<file path="config.mk">
export PLATFORM = sky130hd
export DESIGN_NAME = ipv6_option_tlv_walker
export DESIGN_NICKNAME = d
export VERILOG_FILES = /design/src/design/i6otw_pkg.sv /design/src/design/i6otw_outq.sv /design/src/design/ipv6_option_tlv_walker.sv
export SDC_FILE = /design/constraint.sdc
export NUM_CORES = 1
export LEC_CHECK = 0
export BUFFER_PORTS_ARGS = -buffer_cell sky130_fd_sc_hd__buf_4
export CELL_PAD_IN_SITES_DETAIL_PLACEMENT = 1
export CELL_PAD_IN_SITES_GLOBAL_PLACEMENT = 1
export CORE_ASPECT_RATIO = 1.1
export CORE_UTILIZATION = 41
export DETAILED_ROUTE_END_ITERATION = 8
export GPL_TIMING_DRIVEN = 1
export HOLD_SLACK_MARGIN = 0.03
export PLACE_DENSITY = 0.78
export SLEW_MARGIN = 20
export SYNTH_ARGS = -nofsm -noshare
export SYNTH_HDL_FRONTEND = slang
export SYNTH_SLANG_ARGS = --single-unit
</file>
<file path="constraint.sdc">
create_clock -name aclk -period 2.85 [get_ports aclk]
set_input_delay 0.1425 -clock aclk [delete_from_list [all_inputs] [get_ports aclk]]
set_output_delay 0.1425 -clock aclk [all_outputs]
set_load 0.01 [all_outputs]
</file>
<file path="src/design/i6otw_pkg.sv">
// Shared types and constants for the IPv6 option TLV walker.
// Used by i6otw_outq and ipv6_option_tlv_walker; depends on nothing.
`default_nettype none

package i6otw_pkg;

    // Field widths of the byte and report channels
    localparam int BYTE_W   = 8;
    localparam int KIND_W   = 2;
    localparam int OFFSET_W = 11;

    // Default header size limit
    localparam int MAX_HEADER_BYTES_DEF = 2048;

    // Report kinds
    localparam logic [KIND_W-1:0] KIND_OPTION = 2'd0;
    localparam logic [KIND_W-1:0] KIND_END    = 2'd1;
    localparam logic [KIND_W-1:0] KIND_TRUNC  = 2'd2;

    // Configuration register indexes (byte address bit 2)
    localparam logic REG_SEARCH_MODE = 1'b0;
    localparam logic REG_WANTED_TYPE = 1'b1;

    // Option types with special handling
    localparam logic [BYTE_W-1:0] TYPE_PAD1 = 8'd0;
    localparam logic [BYTE_W-1:0] TYPE_FIRST_REAL = 8'd2;

    // One result beat
    typedef struct packed {
        logic [KIND_W-1:0]   kind;
        logic [BYTE_W-1:0]   opt_type;
        logic [BYTE_W-1:0]   opt_length;
        logic [OFFSET_W-1:0] offset;
        logic                last;
    } report_t;

endpackage

`default_nettype wire

</file>
<file path="src/design/i6otw_outq.sv">
// Four-entry result queue: takes up to two report beats per cycle, gives one per cycle while out_ready is high.
// Depends on i6otw_pkg for the report_t beat type.
`default_nettype none

module i6otw_outq (
    input  wire logic               aclk,
    input  wire logic               aresetn,
    input  wire logic               push0,
    input  wire logic               push1,
    input  wire i6otw_pkg::report_t din0,
    input  wire i6otw_pkg::report_t din1,
    output logic                    room2,
    output logic                    out_valid,
    input  wire logic               out_ready,
    output i6otw_pkg::report_t      dout
);
    import i6otw_pkg::*;

    localparam int DEPTH = 4;
    localparam int PTR_W = 2;
    localparam int CNT_W = 3;

    report_t            entry_reg [DEPTH];
    logic [PTR_W-1:0]   wptr_reg, wptr_next;
    logic [PTR_W-1:0]   rptr_reg, rptr_next;
    logic [CNT_W-1:0]   count_reg, count_next;
    logic               pop;
    logic [CNT_W-1:0]   n_push;

    // Leave room for a byte that yields two beats
    assign room2     = (count_reg <= CNT_W'(DEPTH - 2));
    assign out_valid = (count_reg != '0);
    assign dout      = entry_reg[rptr_reg];
    assign pop       = out_valid && out_ready;

    // Advance pointers and occupancy
    always_comb begin
        n_push     = CNT_W'(push0) + CNT_W'(push1);
        wptr_next  = wptr_reg + PTR_W'(n_push);
        rptr_next  = rptr_reg + PTR_W'(pop);
        count_next = count_reg + n_push - CNT_W'(pop);
    end

    always_ff @(posedge aclk) begin
        if (!aresetn) begin
            wptr_reg  <= '0;
            rptr_reg  <= '0;
            count_reg <= '0;
        end else begin
            wptr_reg  <= wptr_next;
            rptr_reg  <= rptr_next;
            count_reg <= count_next;
        end
    end

    // Store incoming beats in order
    always_ff @(posedge aclk) begin
        if (push0) begin
            entry_reg[wptr_reg] <= din0;
        end
        if (push1) begin
            entry_reg[wptr_reg + PTR_W'(1)] <= din1;
        end
    end

endmodule

`default_nettype wire

</file>
<file path="src/design/ipv6_option_tlv_walker.sv">
// Top level of the IPv6 hop-by-hop / destination option TLV walker.
// Depends on i6otw_pkg and instantiates the result queue i6otw_outq.
`default_nettype none

// Takes one header byte per beat and walks the option TLVs after the
// two-byte prefix, one byte per clock while s_ready is high: each accepted
// byte updates the registered walk state and drops its reports (an option
// report, an end report, or both) into a four-entry result queue. Reports
// leave one per cycle while m_ready is high. s_ready is high while the queue
// holds at most two beats, so input keeps flowing while a finished report
// waits on m_ready.
// Registers: search_mode at byte address 0, wanted_type at byte address 4.
module ipv6_option_tlv_walker #(
    parameter int MAX_HEADER_BYTES = i6otw_pkg::MAX_HEADER_BYTES_DEF
) (
    input  wire logic                             aclk,
    input  wire logic                             aresetn,
    // Configuration port
    input  wire logic                             psel,
    input  wire logic                             penable,
    input  wire logic                             pwrite,
    input  wire logic [2:0]                       paddr,
    input  wire logic [31:0]                      pwdata,
    output logic [31:0]                           prdata,
    output logic                                  pready,
    // Byte input
    input  wire logic                             s_valid,
    output logic                                  s_ready,
    input  wire logic [i6otw_pkg::BYTE_W-1:0]     s_data_byte,
    input  wire logic                             s_end_of_header,
    // Report output
    output logic                                  m_valid,
    input  wire logic                             m_ready,
    output logic [i6otw_pkg::KIND_W-1:0]          m_report_kind,
    output logic [i6otw_pkg::BYTE_W-1:0]          m_option_type,
    output logic [i6otw_pkg::BYTE_W-1:0]          m_option_length,
    output logic [i6otw_pkg::OFFSET_W-1:0]        m_option_offset,
    output logic                                  m_last_report
);
    import i6otw_pkg::*;

    localparam int POS_W = $clog2(MAX_HEADER_BYTES + 1);
    localparam logic [POS_W-1:0] POS_MAX = POS_W'(MAX_HEADER_BYTES);

    typedef enum logic [5:0] {
        PH_NEXTHDR = 6'b000001,
        PH_HDRLEN  = 6'b000010,
        PH_TYPE    = 6'b000100,
        PH_LEN     = 6'b001000,
        PH_DATA    = 6'b010000,
        PH_OVERRUN = 6'b100000
    } phase_t;

    // Configuration registers
    logic              search_mode_reg;
    logic [BYTE_W-1:0] wanted_type_reg;
    logic              cfg_write;

    // Walk state
    phase_t              phase_reg, phase_next, phase_cur;
    logic [POS_W-1:0]    pos_reg, pos_next;
    logic [BYTE_W-1:0]   left_reg, left_next;
    logic [BYTE_W-1:0]   cur_type_reg, cur_type_next;
    logic [OFFSET_W-1:0] start_reg, start_next;

    logic                s_fire;
    logic                room2;
    logic                trunc;
    logic                emit;
    logic [BYTE_W-1:0]   dec_left;
    logic [OFFSET_W-1:0] idx;
    report_t             opt_rep, end_rep, rep0, rep1, head;

    // APB register access
    assign pready    = 1'b1;
    assign cfg_write = psel && penable && pwrite;

    always_comb begin
        prdata = '0;
        if (paddr[2] == REG_WANTED_TYPE) begin
            prdata = 32'(wanted_type_reg);
        end else begin
            prdata = 32'(search_mode_reg);
        end
    end

    always_ff @(posedge aclk) begin
        if (!aresetn) begin
            search_mode_reg <= 1'b0;
            wanted_type_reg <= TYPE_FIRST_REAL;
        end else if (cfg_write) begin
            if (paddr[2] == REG_SEARCH_MODE) begin
                search_mode_reg <= pwdata[0];
            end else begin
                wanted_type_reg <= pwdata[BYTE_W-1:0];
            end
        end
    end

    assign s_ready = room2;
    assign s_fire  = s_valid && s_ready;
    assign idx     = OFFSET_W'(pos_reg);
    assign dec_left = left_reg - BYTE_W'(1);

    // Step the walk by one header byte
    always_comb begin
        phase_cur     = (pos_reg >= POS_MAX) ? PH_OVERRUN : phase_reg;
        phase_next    = phase_cur;
        left_next     = left_reg;
        cur_type_next = cur_type_reg;
        start_next    = start_reg;
        trunc         = 1'b0;
        emit          = 1'b0;
        opt_rep       = '0;
        opt_rep.kind  = KIND_OPTION;
        case (phase_cur)
            PH_NEXTHDR: begin
                phase_next = PH_HDRLEN;
                trunc      = 1'b1;
            end
            PH_HDRLEN: begin
                phase_next = PH_TYPE;
            end
            PH_TYPE: begin
                cur_type_next = s_data_byte;
                start_next    = idx;
                if (s_data_byte == TYPE_PAD1) begin
                    emit = search_mode_reg && (wanted_type_reg == TYPE_PAD1);
                    opt_rep.offset = idx;
                end else begin
                    phase_next = PH_LEN;
                    trunc      = 1'b1;
                end
            end
            PH_LEN: begin
                left_next = s_data_byte;
                emit = (!search_mode_reg && (cur_type_reg >= TYPE_FIRST_REAL)) ||
                       (search_mode_reg && (cur_type_reg == wanted_type_reg));
                opt_rep.opt_type   = cur_type_reg;
                opt_rep.opt_length = s_data_byte;
                opt_rep.offset     = start_reg;
                trunc      = (s_data_byte != '0);
                phase_next = trunc ? PH_DATA : PH_TYPE;
            end
            PH_DATA: begin
                left_next  = dec_left;
                trunc      = (dec_left != '0);
                phase_next = trunc ? PH_DATA : PH_TYPE;
            end
            default: begin
                phase_next = PH_OVERRUN;
                trunc      = 1'b1;
            end
        endcase

        pos_next = (pos_reg < POS_MAX) ? pos_reg + POS_W'(1) : pos_reg;

        // End report; the next byte opens a new header
        end_rep      = '0;
        end_rep.kind = trunc ? KIND_TRUNC : KIND_END;
        end_rep.offset = trunc ? start_next : '0;
        end_rep.last = 1'b1;
        if (s_end_of_header) begin
            phase_next    = PH_NEXTHDR;
            pos_next      = '0;
            left_next     = '0;
            cur_type_next = '0;
            start_next    = '0;
        end

        // Option report goes first when both occur
        opt_rep.last = !s_end_of_header;
        rep0 = emit ? opt_rep : end_rep;
        rep1 = end_rep;
    end

    always_ff @(posedge aclk) begin
        if (!aresetn) begin
            phase_reg    <= PH_NEXTHDR;
            pos_reg      <= '0;
            left_reg     <= '0;
            cur_type_reg <= '0;
            start_reg    <= '0;
        end else if (s_fire) begin
            phase_reg    <= phase_next;
            pos_reg      <= pos_next;
            left_reg     <= left_next;
            cur_type_reg <= cur_type_next;
            start_reg    <= start_next;
        end
    end

    // Queue reports toward the output channel
    i6otw_outq u_outq (
        .aclk      (aclk),
        .aresetn   (aresetn),
        .push0     (s_fire && (emit || s_end_of_header)),
        .push1     (s_fire && emit && s_end_of_header),
        .din0      (rep0),
        .din1      (rep1),
        .room2     (room2),
        .out_valid (m_valid),
        .out_ready (m_ready),
        .dout      (head)
    );

    assign m_report_kind   = head.kind;
    assign m_option_type   = head.opt_type;
    assign m_option_length = head.opt_length;
    assign m_option_offset = head.offset;
    assign m_last_report   = head.last;

endmodule

`default_nettype wire
</file>
* Word-level counts from Yosys, hierarchy flattened
Memory sizes are Yosys's and may differ from the RTL's. A register that Yosys moved wholly into a read port is not among the register bits.
Cells that the tools add are included.
** Storage, ports and cells
- Memory bits (writable) :: 120
- Word-level logic and storage cells :: 87
- Bits in latches :: 0
- Output and inout bits :: 65
- Input bits :: 51
- Memories :: 1
- Memory bits (read-only) :: 0
- Register bits :: 61
** Memory list
- u_outq.entry_reg :: words 4, width 30, rd ports 1, clocked after memory_dff 1, wr ports 2, RTL line i6otw_outq.sv:23 : report_t entry_reg [DEPTH];
** Cells by class
- Eq/ne operators :: 6
- Div/mod/pow operators :: 0
- Shift-type cells :: 0
- Mux-type cells :: 30
- Multipliers :: 0
- Reduce and logical (&&, ||, !) cells :: 27
- Add/sub/neg operators :: 8
- Order comparisons :: 4
- Bitwise logic cells :: 1
** Operators by type and width (count)
- 11-bit 2-to-1 mux :: 4
- 8-bit 2-to-1 mux :: 4
- 30-bit 2-to-1 mux :: 1
- 6-bit case mux with 5 select lines :: 1
- 12-bit 2-to-1 mux :: 2
- 11-bit case mux with 2 select lines :: 1
- 6-bit 2-to-1 mux :: 3
- 8-bit logical NOT :: 2
- 16-bit 2-to-1 mux :: 1
- 8-bit case mux with 2 select lines :: 1
- 8-bit nonzero test :: 2
- 12-bit by 1-bit adder with 12-bit output (second input constant) :: 1
- 12-bit >= comparator (second input constant) :: 1
- 12-bit less-than comparator (second input constant) :: 1
- 1-bit logical AND :: 10
- 5-bit 2-to-1 mux :: 2
- 2-bit AND reduction :: 5
- 8-bit equality test :: 1
- 8-bit by 2-bit >= comparator with 1-bit output (second input constant) :: 1
- 8-bit by 1-bit subtractor with 8-bit output (second input constant) :: 1
- 6-bit by 1-bit equality test with 1-bit output (second input constant) :: 1
- 6-bit by 2-bit equality test with 1-bit output (second input constant) :: 1
- 6-bit by 3-bit equality test with 1-bit output (second input constant) :: 1
- 6-bit by 4-bit equality test with 1-bit output (second input constant) :: 1
- other kinds (17) :: 27

* Logic depth before layout (Yosys ltp)
- Depth in word-level cells :: 9
- Gate-level depth with buffers :: 14
- Mapped depth without buffers :: 13

* Modules after synthesis
From an unflattened synthesis, not the netlist that was laid out.
** Unflattened totals
- Cells, all modules :: 802
- Area total of the unflattened synthesis :: 9867.0 µm²
** By module, submodules not included
- i6otw_outq :: area each 6163.4 µm², cells an instance 332, seq. area each 3743.6 µm², times used 1
- ipv6_option_tlv_walker :: area each 3703.6 µm², cells an instance 470, seq. area each 1081.0 µm², times used 1

* Worst setup path before layout
Ideal clock, no wire load.
- Path kind :: reg-to-reg
- Start point :: register u_outq.count_reg[1]
- End point :: register u_outq.count_reg[2]
- Setup slack :: -0.220 ns
- Arrival time :: 2.956 ns
- Data required time :: 2.735 ns
- Buffers on the path :: 2
- Stages on the path, launching flop included :: 15
- Setup time :: 0.115 ns
- Clock period less this slack :: 3.070 ns
- Path through :: dfxtp_1 > a21oi_1 > and2_1 > clkbuf_1 > buf_1 > nand2_1 > nor2_1 > ha_1 > inv_1 > ha_1 > inv_1 > fa_1 > xnor2_1 > xnor2_1 > and2_1
** On the way
- Word-level cells in the longest chain between the ends :: 7
- Elaborated cells between the ends (all ways) :: 10
- Those cells by class :: add/sub: 3; order compare: 1; reduce/logical: 6
** RTL lines
- start, declared :: RTL line i6otw_outq.sv:26 : logic [CNT_W-1:0] count_reg, count_next;
- start signal, assigned :: RTL line i6otw_outq.sv:52 : count_reg <= count_next;
- 3-bit by 2-bit <= comparator with 1-bit output (*) :: RTL line i6otw_outq.sv:31 : assign room2 = (count_reg <= CNT_W'(DEPTH - 2));
- via s_ready :: RTL line ipv6_option_tlv_walker.sv:28 : output logic s_ready,
- 1-bit logical AND (*) :: RTL line ipv6_option_tlv_walker.sv:101 : assign s_fire = s_valid && s_ready;
- 1-bit logical AND (2 in a row) :: RTL line ipv6_option_tlv_walker.sv:198 : .push1 (s_fire && emit && s_end_of_header),
- 1-bit by 1-bit adder with 2-bit output (*) :: RTL line i6otw_outq.sv:38 : n_push = CNT_W'(push0) + CNT_W'(push1);
- 3-bit adder (*) :: RTL line i6otw_outq.sv:41 : count_next = count_reg + n_push - CNT_W'(pop);
- 3-bit by 1-bit subtractor with 3-bit output (*) :: RTL line i6otw_outq.sv:41
Mark *: on every way through the listed nets, which the timed path passes. The rest lies on a longest branch.
A chain may end at the register's enable or synchronous reset.

* Worst setup path after layout
- Start point :: register pos_reg[11]
- End point :: register u_outq.count_reg[2]
** On the way
- Word-level cells in the longest chain between the ends :: 9
- Elaborated cells between the ends (all ways) :: 12
- Those cells by class :: add/sub: 3; order compare: 1; eq/ne: 2; mux: 2; reduce/logical: 4
** RTL lines
- start, declared :: RTL line ipv6_option_tlv_walker.sv:61 : logic [POS_W-1:0] pos_reg, pos_next;
- start signal, assigned :: RTL line ipv6_option_tlv_walker.sv:186 : pos_reg <= pos_next;
- 12-bit >= comparator (*) :: RTL line ipv6_option_tlv_walker.sv:107 : phase_cur = (pos_reg >= POS_MAX) ? PH_OVERRUN : phase_reg;
- 6-bit 2-to-1 mux (*) :: RTL line ipv6_option_tlv_walker.sv:107
- 6-bit by 4-bit equality test with 1-bit output or 6-bit by 3-bit equality test with 1-bit output (tied branches) :: RTL line ipv6_option_tlv_walker.sv:116 : case (phase_cur)
- 1-bit case mux with 2 select lines (*) :: RTL line ipv6_option_tlv_walker.sv:116
- 1-bit logical OR or 1-bit logical AND (tied branches) :: RTL line ipv6_option_tlv_walker.sv:197, ipv6_option_tlv_walker.sv:198
- 1-bit logical AND, on equally long branches :: RTL line ipv6_option_tlv_walker.sv:197, ipv6_option_tlv_walker.sv:198
- 1-bit by 1-bit adder with 2-bit output (*) :: RTL line i6otw_outq.sv:38
- 3-bit adder (*) :: RTL line i6otw_outq.sv:41
- 3-bit by 1-bit subtractor with 3-bit output (*) :: RTL line i6otw_outq.sv:41
Every way passes the cells marked *; elsewhere a longest branch is shown, timed or not.

==> results.yml <==
placed_design:
  hpwl_um: 15000
  io_buffer_count: 64
  gp_congestion: 0.866
  dp.cells: 1093
yosys:
  async_flop_share_pct: 0
  ys_types: 58
  yosys_warnings: 0
  ys_seq_area_share_pct: 49.7
  syn_area_um2: 8350
  synth_edf_count: 52
  ys_seq_elements: 181
  synth_cells: 775
  synth_ff_type: "dfxtp_1"
  syn_area_per_cell_um2: 10.8
critical_path:
  end_kind: "register"
  cp_data_required_time_ps: 3200
  crit_fanout: 5
  cp.arrival_ps: 3200
  path_common_cell: "inv_1"
  slowest_stage: "fa_2"
  slowest_delay_ps: 410
  path_cells: "nor4_4 -> nand3_4 -> nor3_2 -> a32oi_2 -> a21oi_1 -> ha_2 -> inv_1 -> ha_1 -> inv_1 -> fa_2 -> xnor2_2 -> xnor2_1 -> and2_1"
  path_class: "reg -> reg"
  cp-start-kind: "register"
sta:
  finalCriticalPeriod_ps: 2850
  whs_ps: 69.5
  setup_viol: 0
  rsz0062_at_grt: "true"
  fin_crit_sh_pct: 100
  worst_slew_pin_slew_ps: 778
  maxSlewViolCount: 0
  finalHoldViolations: 0
  slew_headroom_pct: 48.0
  fmax_mhz: 351
  finClkSkew_ps: 14.7
cells_and_area:
  largest_register_ffs: 120
  drive_above_1_share_pct: 24.2
  finish.utilization_pct: 50.8
  synthToLayoutAreaGrowth_pct: 21.0
  antenna_cells: 0
  fin_cells: 1145
  layout.nets: 942
die:
  io_pins: 116
  num_rows: 54
  fp.dieArea_um2: 20900
  initial_core_util_pct: 42.0
  die_x_um: 138
  die-height_um: 152
  core_um2: 19900
grt:
  grt_pass1_vias: 6800
  overflow: 0
  grt_max_degree: 50
  antenna_found_initial: 0
  grt_pass1_wl_um: 36900
  grt.total_usage_pct: 22.8
clocking:
  cts_buffers: 17
  cts.sinks: 181
  clk_latency_ps: 450
  cts_tree: "built"
  clockBufferDepth: 2
  cts-root-buf: "clkbuf_16"
  clkTransAtPathRegs_ps: 80
  h-tree-depth: 4
route:
  drt_drc_violations_left: 0
  first_pass_iters: 5
  wire_per_inst_um: 20.4
  via_per_inst: 5.65
  via_count: 6471
  ant_nets: 0
  wl_um: 23400
  dr.first_iter.drc_count: 443
pwr:
  comb_power_share_pct: 19.2
  seq_power_share_pct: 43.8
  swShare_pct: 30.1
  power_frac_clock_pct: 36.9
  p_int_mw: 4.50
  pwr_density_cell_nw_per_um2: 637
  irDropWorstVdd_uv: 414
  power_switching_mw: 1.94
  power_leakage_nw: 3.88
flow_run:
  maxCapViolations: 0
min_path:
  hold_class: "in -> reg"
outcome:
  outcome: "finished clean"
-- synth_stat cells (all sizes together), types with 2 or more instances --
| master | instances | area [µm²] |
|---|---|---|
| dfxtp | 129 | 2580 |
| nor2 | 85 | 319 |
| a22o | 65 | 569 |
| edfxtp | 52 | 1560 |
| nand2 | 50 | 195 |
| buf | 49 | 323 |
| mux4 | 30 | 676 |
| clkbuf | 29 | 109 |
| nor2b | 25 | 156 |
| a21oi | 23 | 115 |
| and2 | 23 | 144 |
| a22oi | 22 | 165 |
| inv | 20 | 75.1 |
| o21ai | 18 | 90.1 |
| xnor2 | 18 | 158 |
| nor3 | 17 | 85.1 |
| nand3 | 16 | 105 |
| nor4 | 12 | 118 |
| xor2 | 12 | 105 |
| a21boi | 10 | 75.1 |
| ha | 10 | 125 |
| mux2i | 10 | 100 |
| and3 | 8 | 50.1 |
| nand4 | 6 | 37.5 |
| a31oi | 3 | 18.8 |
| or3 | 3 | 18.8 |
| a41oi | 2 | 17.5 |
| conb | 2 | 7.51 |
| maj3 | 2 | 23.8 |
| nand2b | 2 | 12.5 |
| nand3b | 2 | 15.0 |
| nor4b | 2 | 23.8 |
| o21a | 2 | 15.0 |
| o22a | 2 | 17.5 |
| o31ai | 2 | 15.0 |
| o41ai | 2 | 25.0 |
-- path summary, 6_finish.rpt --
| path | from | endpoint | slack [ps] | cells after the start |
|---|---|---|---|---|
| max | pos_reg[11] | u_outq.count_reg[2] | 0.8 | 13 |
| min | paddr[2] | search_mode_reg | 70 | 4 |
| max reg2reg | pos_reg[11] | u_outq.count_reg[2] | 0.8 | 13 |
| min reg2reg | u_outq.entry_reg[2][20] | u_outq.entry_reg[2][20] | 480 | 1 |
-- power by group through the flow --
| stage | Sequential [mW] | Clock [mW] | Combinational, mW |
|---|---|---|---|
| CTS | 2.82 | 2.41 | 1.22 |
| finish | 2.82 | 2.38 | 1.24 |
| global route | 2.83 | 2.51 | 1.35 |
| global placement | 2.87 | 0 | 1.16 |
| detailed placement | 2.87 | 0 | 1.19 |
| floorplan | 2.81 | 0 | 0.799 |
-- metal layers --
layer / up-vias / share of wire (%) / GRT usage (%)
met5: - / 0 / 0
met4: 0 / 2.7 / 9.62
met3: 52 / 4.2 / 4.37
met2: 178 / 49 / 38.9
met1: 3277 / 44 / 28.5
li1: 2964 / - / -
-- critical path: cells and delay by family (launching register included) --
| kind | cells | cell delay (ps) |
|---|---|---|
| buffers and inverters | 2 | 90 |
| XOR/XNOR | 2 | 270 |
| adder cells (fa/ha/maj) | 3 | 870 |
| AND/OR/NAND/NOR | 4 | 830 |
| AO/OA/AOI/OAI | 2 | 310 |
| flip-flops | 1 | 370 |
-- placed cells by master (no fill, tap or decap), types with 4 or more instances in the layout --
cell type and n:
ha_1 9, clkinv_8 4, inv_8 6, a22oi_1 22
dlygate4sd3_1 17, nor4_1 8, and3_1 7, a21boi_0 10
nor2b_1 25, and2_1 22, nand3_1 14, buf_4 123
nor3_1 14, xnor2_1 15, edfxtp_1 52, mux4_2 30
mux2i_1 10, nand2_1 49, clkbuf_16 17, nand4_1 6
xor2_1 12, conb_1 25, a22o_1 65, inv_1 19
dfxtp_1 126, a21oi_1 23, o21ai_0 15, nor2_1 83
-- timing repair --
action / 4_1_cts / 5_1_grt
setup buffers: 2 / 1
hold endpoints to repair: 33 / 0
gates resized for setup: 4 / 8
setup endpoints to repair: 1 / 21
hold buffers: 17 / 0
pin swaps: 6 / 5
-- final cells by class --
class	instances	area, µm²
fillers	2168	9760
flip-flops and latches	181	4150
multi-input cells	519	3850
repair buffers	141	1110
clock buffers	17	425
well taps	252	315
clock inverters	15	176
inverters	20	75.1
-- cell families (layout without fill, tap and decap cells) --
family / count (synthesis) / in the layout / share of synthesized area [%]
AOI/OAI and AO/OA: 156 / 156 / 14.0
xor gates and xnor gates: 30 / 30 / 3.15
adders and majority gates: 13 / 13 / 2.02
buffers and inverters: 98 / 193 / 6.07
DFF: 181 / 181 / 49.7
muxes: 41 / 41 / 9.43
other: 2 / 25 / 0.0900
and+or+nand+nor: 254 / 254 / 15.6
-- per-stage QoR --
stage                     instance area, µm²  power (mW)  setup slack, ps  TNS (ps)
after detailed placement                9260        4.06            -42.3     -42.3
after floorplan                         8450        3.61             3.27         0
after CTS                              10100        6.45             7.09         0
after global placement                  9260        4.03             65.7         0
final                                  10100        6.43            0.812         0
after global routing                   10100        6.68            -68.0     -68.0
(Power assumes the default switching activity.)
